<file path="config.mk">
export PLATFORM = sky130hd
export DESIGN_NAME = link_rate_meter_moving_average_unit
export DESIGN_NICKNAME = d
export VERILOG_FILES = /design/src/lrm_pkg.sv /design/src/lrm_div.sv /design/src/lrm_win.sv /design/src/link_rate_meter_moving_average_unit.sv
export SDC_FILE = /design/constraint.sdc
export NUM_CORES = 2
export LEC_CHECK = 0
export BUFFER_PORTS_ARGS = -buffer_cell sky130_fd_sc_hd__buf_2
export CAP_MARGIN = 15
export CELL_PAD_IN_SITES_DETAIL_PLACEMENT = 1
export CELL_PAD_IN_SITES_GLOBAL_PLACEMENT = 2
export CORE_ASPECT_RATIO = 0.9
export CORE_MARGIN = 3
export CORE_UTILIZATION = 49
export CTS_BUF_LIST = sky130_fd_sc_hd__clkbuf_4
export CTS_CLUSTER_DIAMETER = 50
export DETAILED_ROUTE_END_ITERATION = 16
export PLACE_DENSITY_LB_ADDON = 0.1
export SYNTH_ARGS = -nofsm -noshare
export SYNTH_HDL_FRONTEND = slang
export SYNTH_SLANG_ARGS = --single-unit
</file>
<file path="constraint.sdc">
create_clock -name clk -period 44.3 [get_ports clk]
set_input_delay 0 -clock clk [delete_from_list [all_inputs] [get_ports clk]]
set_output_delay 0 -clock clk [all_outputs]
set_load 0.01 [all_outputs]
</file>
<file path="src/lrm_pkg.sv">
// ----------------------------------------------------------------------------
// lrm_pkg: shared types and constants for the link rate meter
// Field widths, transaction structs and the divider request/response groups.
// ----------------------------------------------------------------------------
`default_nettype none

package lrm_pkg;

	localparam int CNT_W      = 64;   // byte counter width
	localparam int ELAPSED_W  = 32;   // elapsed time / divisor width
	localparam int RATE_W     = 48;   // rate, average and quotient width
	localparam int PROD_W     = 77;   // delta * 8000 fits in 77 bits
	localparam int HI_W       = PROD_W - RATE_W;
	localparam int WINDOW_DEF = 10;

	// 8000 = 2^13 - 2^7 - 2^6
	localparam int MUL_SH_HI  = 13;
	localparam int MUL_SH_MID = 7;
	localparam int MUL_SH_LO  = 6;

	typedef struct packed {
		logic [CNT_W-1:0]     rx_total;
		logic [CNT_W-1:0]     tx_total;
		logic [ELAPSED_W-1:0] elapsed_ms;
	} in_item_t;

	typedef struct packed {
		logic [CNT_W-1:0]  rx_count_out;
		logic [CNT_W-1:0]  tx_count_out;
		logic [RATE_W-1:0] rx_rate;
		logic [RATE_W-1:0] tx_rate;
		logic [RATE_W-1:0] rx_avg;
		logic [RATE_W-1:0] tx_avg;
	} out_item_t;

	typedef struct packed {
		logic                 start;
		logic [PROD_W-1:0]    dividend;
		logic [ELAPSED_W-1:0] divisor;
	} div_req_t;

	typedef struct packed {
		logic              done;
		logic [RATE_W-1:0] quotient;
	} div_rsp_t;

endpackage

`default_nettype wire

</file>
<file path="src/lrm_div.sv">
// ----------------------------------------------------------------------------
// lrm_div: shared restoring divider
// Returns min(floor(dividend / divisor), 2^48 - 1), one quotient bit a cycle.
// ----------------------------------------------------------------------------
`default_nettype none

module lrm_div
	import lrm_pkg::*;
(
	input  wire logic     clk,
	input  wire logic     arst_n,
	input  wire div_req_t req,
	output div_rsp_t      rsp
);

	localparam int STEP_W = $clog2(RATE_W);

	logic                 busy_q;
	logic                 done_q;
	logic                 sat_q;
	logic [STEP_W-1:0]    step_q;
	logic [ELAPSED_W-1:0] rem_q;
	logic [ELAPSED_W-1:0] dvs_q;
	logic [RATE_W-1:0]    num_q;

	logic [HI_W-1:0]      hi;
	logic                 sat;
	logic [ELAPSED_W:0]   trial;
	logic [ELAPSED_W:0]   diff;
	logic                 ge;

	always_comb begin
		hi    = req.dividend[PROD_W-1:RATE_W];
		sat   = {{(ELAPSED_W-HI_W){1'b0}}, hi} >= req.divisor;
		trial = {rem_q, num_q[RATE_W-1]};
		diff  = trial - {1'b0, dvs_q};
		ge    = trial >= {1'b0, dvs_q};
	end

	always_ff @(posedge clk or negedge arst_n) begin
		if (!arst_n) begin
			busy_q <= 1'b0;
			done_q <= 1'b0;
			sat_q  <= 1'b0;
			step_q <= '0;
		end else begin
			done_q <= 1'b0;
			if (req.start) begin
				// quotient too large for the field: finish at once
				busy_q <= !sat;
				done_q <= sat;
				sat_q  <= sat;
				step_q <= '0;
			end else if (busy_q) begin
				step_q <= step_q + 1'b1;
				if (step_q == STEP_W'(RATE_W - 1)) begin
					busy_q <= 1'b0;
					done_q <= 1'b1;
				end
			end
		end
	end

	// quotient bits shift in at the bottom while dividend bits leave the top
	always_ff @(posedge clk) begin
		if (req.start) begin
			rem_q <= {{(ELAPSED_W-HI_W){1'b0}}, hi};
			dvs_q <= req.divisor;
			num_q <= req.dividend[RATE_W-1:0];
		end else if (busy_q) begin
			rem_q <= ge ? diff[ELAPSED_W-1:0] : trial[ELAPSED_W-1:0];
			num_q <= {num_q[RATE_W-2:0], ge};
		end
	end

	assign rsp.done     = done_q;
	assign rsp.quotient = sat_q ? {RATE_W{1'b1}} : num_q;

endmodule

`default_nettype wire

</file>
<file path="src/lrm_win.sv">
// ----------------------------------------------------------------------------
// lrm_win: moving window of rates
// Holds the last WINDOW rx/tx rates in memory with running sums and fill level.
// ----------------------------------------------------------------------------
`default_nettype none

module lrm_win
	import lrm_pkg::*;
#(
	parameter int WINDOW = WINDOW_DEF,
	localparam int SUM_W  = RATE_W + $clog2(WINDOW + 1),
	localparam int FILL_W = $clog2(WINDOW + 1)
) (
	input  wire logic              clk,
	input  wire logic              arst_n,
	input  wire logic              push,
	input  wire logic [RATE_W-1:0] rx_rate,
	input  wire logic [RATE_W-1:0] tx_rate,
	output logic      [SUM_W-1:0]  rx_sum,
	output logic      [SUM_W-1:0]  tx_sum,
	output logic      [FILL_W-1:0] fill
);

	localparam int SLOT_W = (WINDOW > 1) ? $clog2(WINDOW) : 1;

	logic [RATE_W-1:0] rx_mem [WINDOW];
	logic [RATE_W-1:0] tx_mem [WINDOW];
	logic [RATE_W-1:0] rx_old_q;
	logic [RATE_W-1:0] tx_old_q;
	logic [SLOT_W-1:0] slot_q;
	logic [FILL_W-1:0] fill_q;
	logic [SUM_W-1:0]  rx_sum_q;
	logic [SUM_W-1:0]  tx_sum_q;
	logic              full;

	assign full = fill_q == FILL_W'(WINDOW);

	// slot holds still between pushes, so the registered read is current
	always_ff @(posedge clk) begin
		rx_old_q <= rx_mem[slot_q];
		tx_old_q <= tx_mem[slot_q];
		if (push) begin
			rx_mem[slot_q] <= rx_rate;
			tx_mem[slot_q] <= tx_rate;
		end
	end

	always_ff @(posedge clk or negedge arst_n) begin
		if (!arst_n) begin
			slot_q   <= '0;
			fill_q   <= '0;
			rx_sum_q <= '0;
			tx_sum_q <= '0;
		end else if (push) begin
			slot_q <= (slot_q == SLOT_W'(WINDOW - 1)) ? '0 : slot_q + 1'b1;
			if (full) begin
				// drop the oldest rate
				rx_sum_q <= rx_sum_q - {{(SUM_W-RATE_W){1'b0}}, rx_old_q}
					+ {{(SUM_W-RATE_W){1'b0}}, rx_rate};
				tx_sum_q <= tx_sum_q - {{(SUM_W-RATE_W){1'b0}}, tx_old_q}
					+ {{(SUM_W-RATE_W){1'b0}}, tx_rate};
			end else begin
				fill_q   <= fill_q + 1'b1;
				rx_sum_q <= rx_sum_q + {{(SUM_W-RATE_W){1'b0}}, rx_rate};
				tx_sum_q <= tx_sum_q + {{(SUM_W-RATE_W){1'b0}}, tx_rate};
			end
		end
	end

	assign rx_sum = rx_sum_q;
	assign tx_sum = tx_sum_q;
	assign fill   = fill_q;

endmodule

`default_nettype wire

</file>
<file path="src/link_rate_meter_moving_average_unit.sv">
// ----------------------------------------------------------------------------
// link_rate_meter_moving_average_unit: link rate meter with moving average
// Turns cumulative byte counters into bit rates and their windowed mean.
// ----------------------------------------------------------------------------
//  channel | direction | handshake              | payload
//  in      | input     | in_valid / in_ready    | in_item  (in_item_t)
//  out     | output    | out_valid / out_ready  | out_item (out_item_t)
//
//  A sample that yields a result passes two rates (two multiply steps,
//  divider start, the quotient bits, done), a push, two means and the
//  output state. A saturated rate skips the quotient bits. Baseline and
//  zero elapsed time samples end in idle. in_ready is high only in idle;
//  a result waits in the output register while the next sample runs, and
//  a held register stalls in ST_OUT. Reset clears the baseline, sums and
//  fill level; no clearing pass.
// ----------------------------------------------------------------------------
`default_nettype none

module link_rate_meter_moving_average_unit
	import lrm_pkg::*;
#(
	parameter int WINDOW = WINDOW_DEF
) (
	input  wire logic      clk,
	input  wire logic      arst_n,
	input  wire logic      in_valid,
	output logic           in_ready,
	input  wire in_item_t  in_item,
	output logic           out_valid,
	input  wire logic      out_ready,
	output out_item_t      out_item
);

	localparam int SUM_W  = RATE_W + $clog2(WINDOW + 1);
	localparam int FILL_W = $clog2(WINDOW + 1);

	typedef enum logic [8:0] {
		ST_IDLE     = 9'b000000001,
		ST_MUL_A    = 9'b000000010,
		ST_MUL_B    = 9'b000000100,
		ST_DIV_GO   = 9'b000001000,
		ST_DIV_WAIT = 9'b000010000,
		ST_PUSH     = 9'b000100000,
		ST_AVG_GO   = 9'b001000000,
		ST_AVG_WAIT = 9'b010000000,
		ST_OUT      = 9'b100000000
	} state_t;

	state_t               state_q;
	logic                 side_q;      // 0: rx, 1: tx
	logic                 base_q;
	logic [CNT_W-1:0]     prev_rx_q;
	logic [CNT_W-1:0]     prev_tx_q;
	logic [CNT_W-1:0]     drx_q;
	logic [CNT_W-1:0]     dtx_q;
	logic [ELAPSED_W-1:0] el_q;
	logic [PROD_W-1:0]    prod_q;
	logic [RATE_W-1:0]    rate_rx_q;
	logic [RATE_W-1:0]    rate_tx_q;
	logic [RATE_W-1:0]    avg_rx_q;
	logic [RATE_W-1:0]    avg_tx_q;
	logic                 out_valid_q;
	out_item_t            out_q;

	logic                 accept;
	logic                 out_free;
	logic [PROD_W-1:0]    dext;
	logic [SUM_W-1:0]     rx_sum;
	logic [SUM_W-1:0]     tx_sum;
	logic [FILL_W-1:0]    fill;
	logic [SUM_W-1:0]     sum_sel;
	div_req_t             div_req;
	div_rsp_t             div_rsp;

	assign in_ready = state_q == ST_IDLE;
	assign accept   = in_valid && in_ready;
	assign out_free = !out_valid_q || out_ready;

	assign dext    = {{(PROD_W-CNT_W){1'b0}}, side_q ? dtx_q : drx_q};
	assign sum_sel = side_q ? tx_sum : rx_sum;

	always_comb begin
		div_req.start    = (state_q == ST_DIV_GO) || (state_q == ST_AVG_GO);
		div_req.dividend = prod_q;
		div_req.divisor  = el_q;
		if (state_q == ST_AVG_GO) begin
			div_req.dividend = {{(PROD_W-SUM_W){1'b0}}, sum_sel};
			div_req.divisor  = {{(ELAPSED_W-FILL_W){1'b0}}, fill};
		end
	end

	lrm_div u_div (
		.clk    (clk),
		.arst_n (arst_n),
		.req    (div_req),
		.rsp    (div_rsp)
	);

	lrm_win #(
		.WINDOW (WINDOW)
	) u_win (
		.clk     (clk),
		.arst_n  (arst_n),
		.push    (state_q == ST_PUSH),
		.rx_rate (rate_rx_q),
		.tx_rate (rate_tx_q),
		.rx_sum  (rx_sum),
		.tx_sum  (tx_sum),
		.fill    (fill)
	);

	always_ff @(posedge clk or negedge arst_n) begin
		if (!arst_n) begin
			state_q     <= ST_IDLE;
			side_q      <= 1'b0;
			base_q      <= 1'b0;
			prev_rx_q   <= '0;
			prev_tx_q   <= '0;
			out_valid_q <= 1'b0;
		end else begin
			if (state_q == ST_OUT && out_free) begin
				out_valid_q <= 1'b1;
			end else if (out_valid_q && out_ready) begin
				out_valid_q <= 1'b0;
			end
			case (state_q)
				ST_IDLE: begin
					if (accept) begin
						if (!base_q) begin
							base_q    <= 1'b1;
							prev_rx_q <= in_item.rx_total;
							prev_tx_q <= in_item.tx_total;
						end else if (in_item.elapsed_ms != '0) begin
							// the new counters become the baseline and the echo
							prev_rx_q <= in_item.rx_total;
							prev_tx_q <= in_item.tx_total;
							side_q    <= 1'b0;
							state_q   <= ST_MUL_A;
						end
					end
				end
				ST_MUL_A:  state_q <= ST_MUL_B;
				ST_MUL_B:  state_q <= ST_DIV_GO;
				ST_DIV_GO: state_q <= ST_DIV_WAIT;
				ST_DIV_WAIT: begin
					if (div_rsp.done) begin
						side_q  <= !side_q;
						state_q <= side_q ? ST_PUSH : ST_MUL_A;
					end
				end
				ST_PUSH:   state_q <= ST_AVG_GO;
				ST_AVG_GO: state_q <= ST_AVG_WAIT;
				ST_AVG_WAIT: begin
					if (div_rsp.done) begin
						side_q  <= !side_q;
						state_q <= side_q ? ST_OUT : ST_AVG_GO;
					end
				end
				ST_OUT: begin
					if (out_free) begin
						state_q <= ST_IDLE;
					end
				end
				default: state_q <= ST_IDLE;
			endcase
		end
	end

	always_ff @(posedge clk) begin
		if (accept) begin
			drx_q <= in_item.rx_total - prev_rx_q;
			dtx_q <= in_item.tx_total - prev_tx_q;
			el_q  <= in_item.elapsed_ms;
		end
		// delta * 8000 as shifts and subtracts in ST_MUL_A and ST_MUL_B
		if (state_q == ST_MUL_A) begin
			prod_q <= (dext << MUL_SH_HI) - (dext << MUL_SH_MID);
		end
		if (state_q == ST_MUL_B) begin
			prod_q <= prod_q - (dext << MUL_SH_LO);
		end
		if (state_q == ST_DIV_WAIT && div_rsp.done) begin
			if (side_q) begin
				rate_tx_q <= div_rsp.quotient;
			end else begin
				rate_rx_q <= div_rsp.quotient;
			end
		end
		if (state_q == ST_AVG_WAIT && div_rsp.done) begin
			if (side_q) begin
				avg_tx_q <= div_rsp.quotient;
			end else begin
				avg_rx_q <= div_rsp.quotient;
			end
		end
		if (state_q == ST_OUT && out_free) begin
			out_q.rx_count_out <= prev_rx_q;
			out_q.tx_count_out <= prev_tx_q;
			out_q.rx_rate      <= rate_rx_q;
			out_q.tx_rate      <= rate_tx_q;
			out_q.rx_avg       <= avg_rx_q;
			out_q.tx_avg       <= avg_tx_q;
		end
	end

	assign out_valid = out_valid_q;
	assign out_item  = out_q;

endmodule

`default_nettype wire
</file>
**Word level (Yosys, flattened, before mapping)**

Memory sizes are Yosys's and may differ from the RTL's. A register that Yosys moved wholly into a read port is not among the register bits.
Index checks and enable logic that the tools add are counted.

- Flip-flop bits (word level): 1,122
- Output and inout port bits: 322
- Bits in writable memories: 960
- Memories kept: 2

Memory list:

| name | words | width | read ports | clocked after Yosys merged registers in | wr ports | line | source |
|---|---|---|---|---|---|---|---|
| u_win.rx_mem | 10 | 48 | 1 | 1 | 1 | lrm_win.sv:26 | `logic [RATE_W-1:0] rx_mem [WINDOW];` |
| u_win.tx_mem | 10 | 48 | 1 | 1 | 1 | lrm_win.sv:27 | `logic [RATE_W-1:0] tx_mem [WINDOW];` |

- Bitwise operators: 2
- $lt $le $gt $ge: 2
- Reduce and logical (&&, ||, !) cells: 25
- Eq/ne operators: 20
- Add/sub/neg operators: 14
- Muxes and demuxes: 44

Operator list:

| operator | count |
|---|---|
| $mux 64 | 5 |
| $add 52x48->52 | 4 |
| $mux 52 | 3 |
| $mux 77 | 2 |
| $mux 48 | 3 |
| $sub 64x64->64 | 2 |
| $mux 109 | 1 |
| $sub 52x48->52 | 2 |
| $pmux 9 s9 | 1 |
| $sub 77x70->77 | 1 |
| $sub 77x71->77 | 1 |
| $mux 9 | 7 |
| $mux 29 | 2 |
| $ge 33x32->1 | 1 |
| $ge 29x32->1 | 1 |
| $mux 32 | 1 |
| $reduce_bool 32->1 | 1 |
| $sub 32x32->32 | 1 |
| $mux 6 | 3 |
| $mux 1 | 14 |
| $ne 2x1->1 const B | 7 |
| $reduce_and 2->1 | 6 |
| $eq 9x1->1 const B | 1 |
| $eq 9x2->1 const B | 1 |
| other kinds (23) | 36 |

**Longest topological paths before layout**

- Depth after elaboration: 5
- Gate-level depth with buffers: 22
- Gate-level depth less buffers: 19

**Modules after synthesis**

From an unflattened synthesis, not the netlist that was laid out.

- Cell total of the unflattened synthesis: 8,968
- Area total of the unflattened synthesis: 111,225.4 um^2

Modules (own cells, without submodules):

| module | instances | area each (um^2) | cells each |
|---|---|---|---|
| lrm_win | 1 | 57,083.5 | 4,243 |
| link_rate_meter_moving_average_unit | 1 | 46,181.8 | 3,951 |
| lrm_div | 1 | 7,960.1 | 774 |

**Least setup slack after synthesis**

OpenSTA, ideal clock, no wires.

- Kind: register -> register
- From: register state_q[5]
- To: register out_q, in the netlist out_item[0] (enable)
- Slack: 28.042 ns
- Period minus slack after synthesis: 16.258 ns
- Data arrival time: 15.217 ns
- Cell stages (with the launch flop): 5
- Setup time: 1.041 ns
- Buffers on the path: 1
- Path through: dfrtp_1 clkbuf_1 nor4_1 nand4b_1 nor2b_1

- Cells in the longest elaborated chain, start to end: 2

Ends and longest elaborated chain:

| what | line | source |
|---|---|---|
| start: declaration | link_rate_meter_moving_average_unit.sv:49 | `state_t state_q;` |
| start signal: assignment | link_rate_meter_moving_average_unit.sv:148 | `state_q <= side_q ? ST_PUSH : ST_MUL_A;` |
| start signal: assignment | link_rate_meter_moving_average_unit.sv:156 | `state_q <= side_q ? ST_OUT : ST_AVG_GO;` |
| $eq 9x9->1 | link_rate_meter_moving_average_unit.sv:196 | `if (state_q == ST_OUT && out_free) begin` |
| $logic_and 1x1->1 | link_rate_meter_moving_average_unit.sv:196 |  |
| end: declaration | link_rate_meter_moving_average_unit.sv:63 | `out_item_t out_q;` |

No other way between the ends.
A chain may end at the register's enable or synchronous reset.

**Final worst setup path**

- From: register side_q
- To: register prod_q[70] (data pin)

- Cells in the longest elaborated chain, start to end: 4

Ends and longest elaborated chain:

| what | line | source |
|---|---|---|
| start: declaration | link_rate_meter_moving_average_unit.sv:50 | `logic side_q;` |
| start signal: assignment | link_rate_meter_moving_average_unit.sv:147 | `side_q <= !side_q;` |
| start signal: assignment | link_rate_meter_moving_average_unit.sv:155 | `side_q <= !side_q;` |
| $mux 64 * | link_rate_meter_moving_average_unit.sv:79 | `assign dext = {{(PROD_W-CNT_W){1'b0}}, side_q ? dtx_q : drx_q};` |
| $sub 77x71->77 | link_rate_meter_moving_average_unit.sv:177 | `prod_q <= (dext << MUL_SH_HI) - (dext << MUL_SH_MID);` |
| $mux 77 | link_rate_meter_moving_average_unit.sv:176 | `if (state_q == ST_MUL_A) begin` |
| $mux 77 * | link_rate_meter_moving_average_unit.sv:179 | `if (state_q == ST_MUL_B) begin` |
| end signal: assignment | link_rate_meter_moving_average_unit.sv:177 |  |
| end signal: assignment | link_rate_meter_moving_average_unit.sv:180 | `prod_q <= prod_q - (dext << MUL_SH_LO);` |
| end: declaration | link_rate_meter_moving_average_unit.sv:57 | `logic [PROD_W-1:0] prod_q;` |

Every way passes the cells marked *; elsewhere a longest branch is shown, timed or not. The select of a mux whose other input is x is not followed.

==> impl_metrics.tcl <==
set metrics [dict create \
    synthCells 8793 \
    synth_fp_nets 9576 \
    grt.total_usage_pct 30.8 \
    setup.worst_path.class "reg2reg" \
    synth_seq_cells 2172 \
    design.portCount 486 \
    insertion_delay_ns 1.39 \
    routabilityCongestion 0.907 \
    fp.dieH_um 456 \
    hpwlAfterDp_um 241000 \
    worst_setup_path_start_kind "flip-flop" \
    cts_max_path_buffers 4 \
    starting_density_of_the_core_pct 49.4 \
    worstSetupEndpointType "flip-flop" \
    cp_data_required_time_ns 45.33 \
    synth_largest_area_cell "sky130_fd_sc_hd__edfxtp_1" \
    clkSlewWorstSetupHoldPaths_ns 0.07 \
    std_cell_rows 164 \
    worst_slack_ns 38.12 \
    placement.setup.worst_slack_ns 37.96 \
    drt_drc_violations_left 0 \
    io_buffer_count 485 \
    cts_tree "built" \
    drv_cap 0 \
    report.final.slew_viol_count 0 \
    share_of_the_yosys_chip_area_belonging_to_registers_pct 57.1 \
    max_clock_freq_ghz 0.162 \
    period_needed_ns 6.18 \
    final_area_sq_um 128000 \
    max-vdd-ir-drop_mv 0.0571 \
    grt_overflow 0 \
    most_numerous_cell_types_in_the_synthesized_netlist "1812 x sky130_fd_sc_hd__edfxtp_1, 749 x sky130_fd_sc_hd__inv_1, 743 x sky130_fd_sc_hd__a21oi_1" \
    timing.setup.tns_ns 0 \
    synth_flop_cell "sky130_fd_sc_hd__edfxtp_1" \
    dpl_cell_area_sq_um 116000 \
    worst_hold_path_type "in2reg" \
    drt-vias-per-instance 5.85 \
    grt_max_degree 137 \
    fp.dieArea_sq_um 231000 \
    least_margin_pin_slew_ns 1.17 \
    worst-endpoint-arrival_ns 7.22 \
    dr.first_iter.drc_count 5776 \
    via_count_of_the_first_global_routing_pass 85300 \
    grt_first_pass_wirelength_um 540000 \
    timing_hold_violations_final 0 \
    crit_fanout 38 \
    run_status "complete, no violations" \
    totalPowerFinal_mw 7.20 \
    area.growth.synth_to_final_pct 16.3 \
    total_wire_length_after_detailed_routing_um 361000 \
    cts_sinks 2172 \
    routedWlPerCell_um 26.7 \
    synthesis.area_sq_um 110000 \
    total_leakage_power_nw 50.4 \
    rsz_0062_raised_after_global_routing "no" \
    netlist_top_cells_area "sky130_fd_sc_hd__edfxtp_1 49%, sky130_fd_sc_hd__dfrtp_1 5.9%, sky130_fd_sc_hd__ha_1 5.9%" \
    clock_tree_root "sky130_fd_sc_hd__clkbuf_4" \
    final_antenna_net_count 0 \
    unique_cell_type_count_in_the_yosys_netlist 115 \
    synth-edff-count 1812 \
    power_density_nw_per_um2 56.2 \
    cts_buffers 578 \
    num-nets-final 10800 \
    syn-mean-instance-area_sq_um 12.5 \
    finalSetupViolCount 0 \
    yosys.area.top_type_share_pct 49.4 \
    drive_above_1_share_pct 18.8 \
    yosysWarningCount 0 \
    synth.most_common_cell "sky130_fd_sc_hd__edfxtp_1" \
    core_area_sq_um 223000 \
    ys_async_sr_fraction_pct 12.0 \
    timing.max_slew.rel_slack_pct 21.5 \
    routed_vias 78900 \
    detailedRoute.firstPassIterationCount 6 \
    post_cts.resized_instances 0 \
    final.setup_skew_ns 0.161 \
    ctsHtreeMaxLevel 6 \
    die-width_um 506 \
    number_of_antenna_violations_at_the_first_check_in_global_routing 15 \
    final.period_utilization_pct 14.0 \
]
kinds of logic (layout without fill, tap and decap cells):
logic type      after synthesis  in the layout  share of synthesized area [%]
fa+ha+maj                   619            619                           7.72
mux                         556            556                           7.39
other cells                   0             15                              0
simple gates               1710           1710                           7.66
compound gates             2169           2169                           12.7
buf+inv                    1111           2821                           3.82
flops                      2172           2172                           57.1
xor+xnor                    456            456                           3.62
layout by cell type (no fill, tap or decap), drive strengths merged, types with 99 or more instances in the layout:
cell type / instances
edfxtp: 1812
clkbuf: 858
inv: 772
a21oi: 746
buf: 575
ha: 517
dlygate4sd3: 474
nand2: 452
nor2: 426
o21ai: 390
a21o: 304
xnor2: 283
dfrtp: 260
mux2i: 236
nor2b: 196
mux4: 192
a211oi: 178
xor2: 173
mux2: 128
clkinv: 122
nand3: 120
nand4: 111
fa: 102
dfxtp: 99
registers in the layout, summed over array words and instances (netlist names), 52 cells and up:
name          count
u_win.rx_mem    480
drx_q            64
out_item        320
prod_q           71
u_win.tx_mem    480
u_win.tx_sum     52
dtx_q            64
prev_rx_q        64
u_win.rx_sum     52
prev_tx_q        64
critical path, stage by stage, from the launching register on:
cell and delay, ns:
sky130_fd_sc_hd__dfrtp_4 0.83, sky130_fd_sc_hd__buf_4 0.65, sky130_fd_sc_hd__mux2i_1 0.63, sky130_fd_sc_hd__inv_1 0.11, sky130_fd_sc_hd__ha_1 0.47, sky130_fd_sc_hd__nand4_1 0.28
sky130_fd_sc_hd__nor4_1 0.68, sky130_fd_sc_hd__o2111ai_1 0.34, sky130_fd_sc_hd__nand3_1 0.27, sky130_fd_sc_hd__a31oi_1 0.20, sky130_fd_sc_hd__a211o_1 0.42, sky130_fd_sc_hd__o31ai_4 0.34
sky130_fd_sc_hd__a21o_1 0.23, sky130_fd_sc_hd__a31oi_1 0.13, sky130_fd_sc_hd__xnor2_1 0.18, sky130_fd_sc_hd__mux2i_1 0.10
final timing paths:
check | from | to | slack (ns) | cells past startpoint
max | side_q | prod_q[70] | 38.12 | 15
min | in_item[63] | prev_tx_q[31] | 0.15 | 4
max reg2reg | side_q | prod_q[70] | 38.12 | 15
min reg2reg | avg_tx_q[36] | out_item[36] | 0.40 | 0
max in group asynchronous | arst_n | prev_tx_q[18] | 40.83 | 8
min in group asynchronous | arst_n | u_win.tx_sum[7] | 0.42 | 5
metal layers:
metal | up-vias | track usage [%] | wire [um]
met4 | 8 | 10.9 | 12800
met5 | - | 0 | 59
li1 | 35500 | - | -
met1 | 40200 | 39.0 | 148000
met3 | 686 | 5.49 | 19500
met2 | 2561 | 53.2 | 180000
per-stage QoR:
step,utilization [%],hold WS (ns),cells
6_report,57.5,0.145,13500
5_1_grt,57.5,0.0331,13500
4_1_cts,57.5,0.00135,13500
3_5_place_dp,52.0,-0.0203,12000
3_3_place_gp,52.0,-0.0262,12000
2_1_floorplan,-,-0.296,8793
cell type report:
cell class	instances	area [sq um]
fillers	22900	94700
flip-flops and latches	2172	62900
multi-input cells	5510	43200
repair buffers	1049	7920
clock buffers	858	6440
well taps	2988	3740
inverters	752	2830
clock inverters	162	1040
diodes	15	37.5
power by group:
part           total [mW]  switching [mW]  internal (mW)
sequential           2.75           0.191           2.56
combinational        2.61            1.58           1.03
clock                1.84           0.882          0.960
total                7.20            2.65           4.55
what timing repair did:
action                                 in CTS  in global routing
buffers inserted                            0                  0
hold buffers                              475                  0
endpoints found under the hold margin     660                  0
setup endpoints to repair                   0                  0
Power figures use the tool's default switching activity.
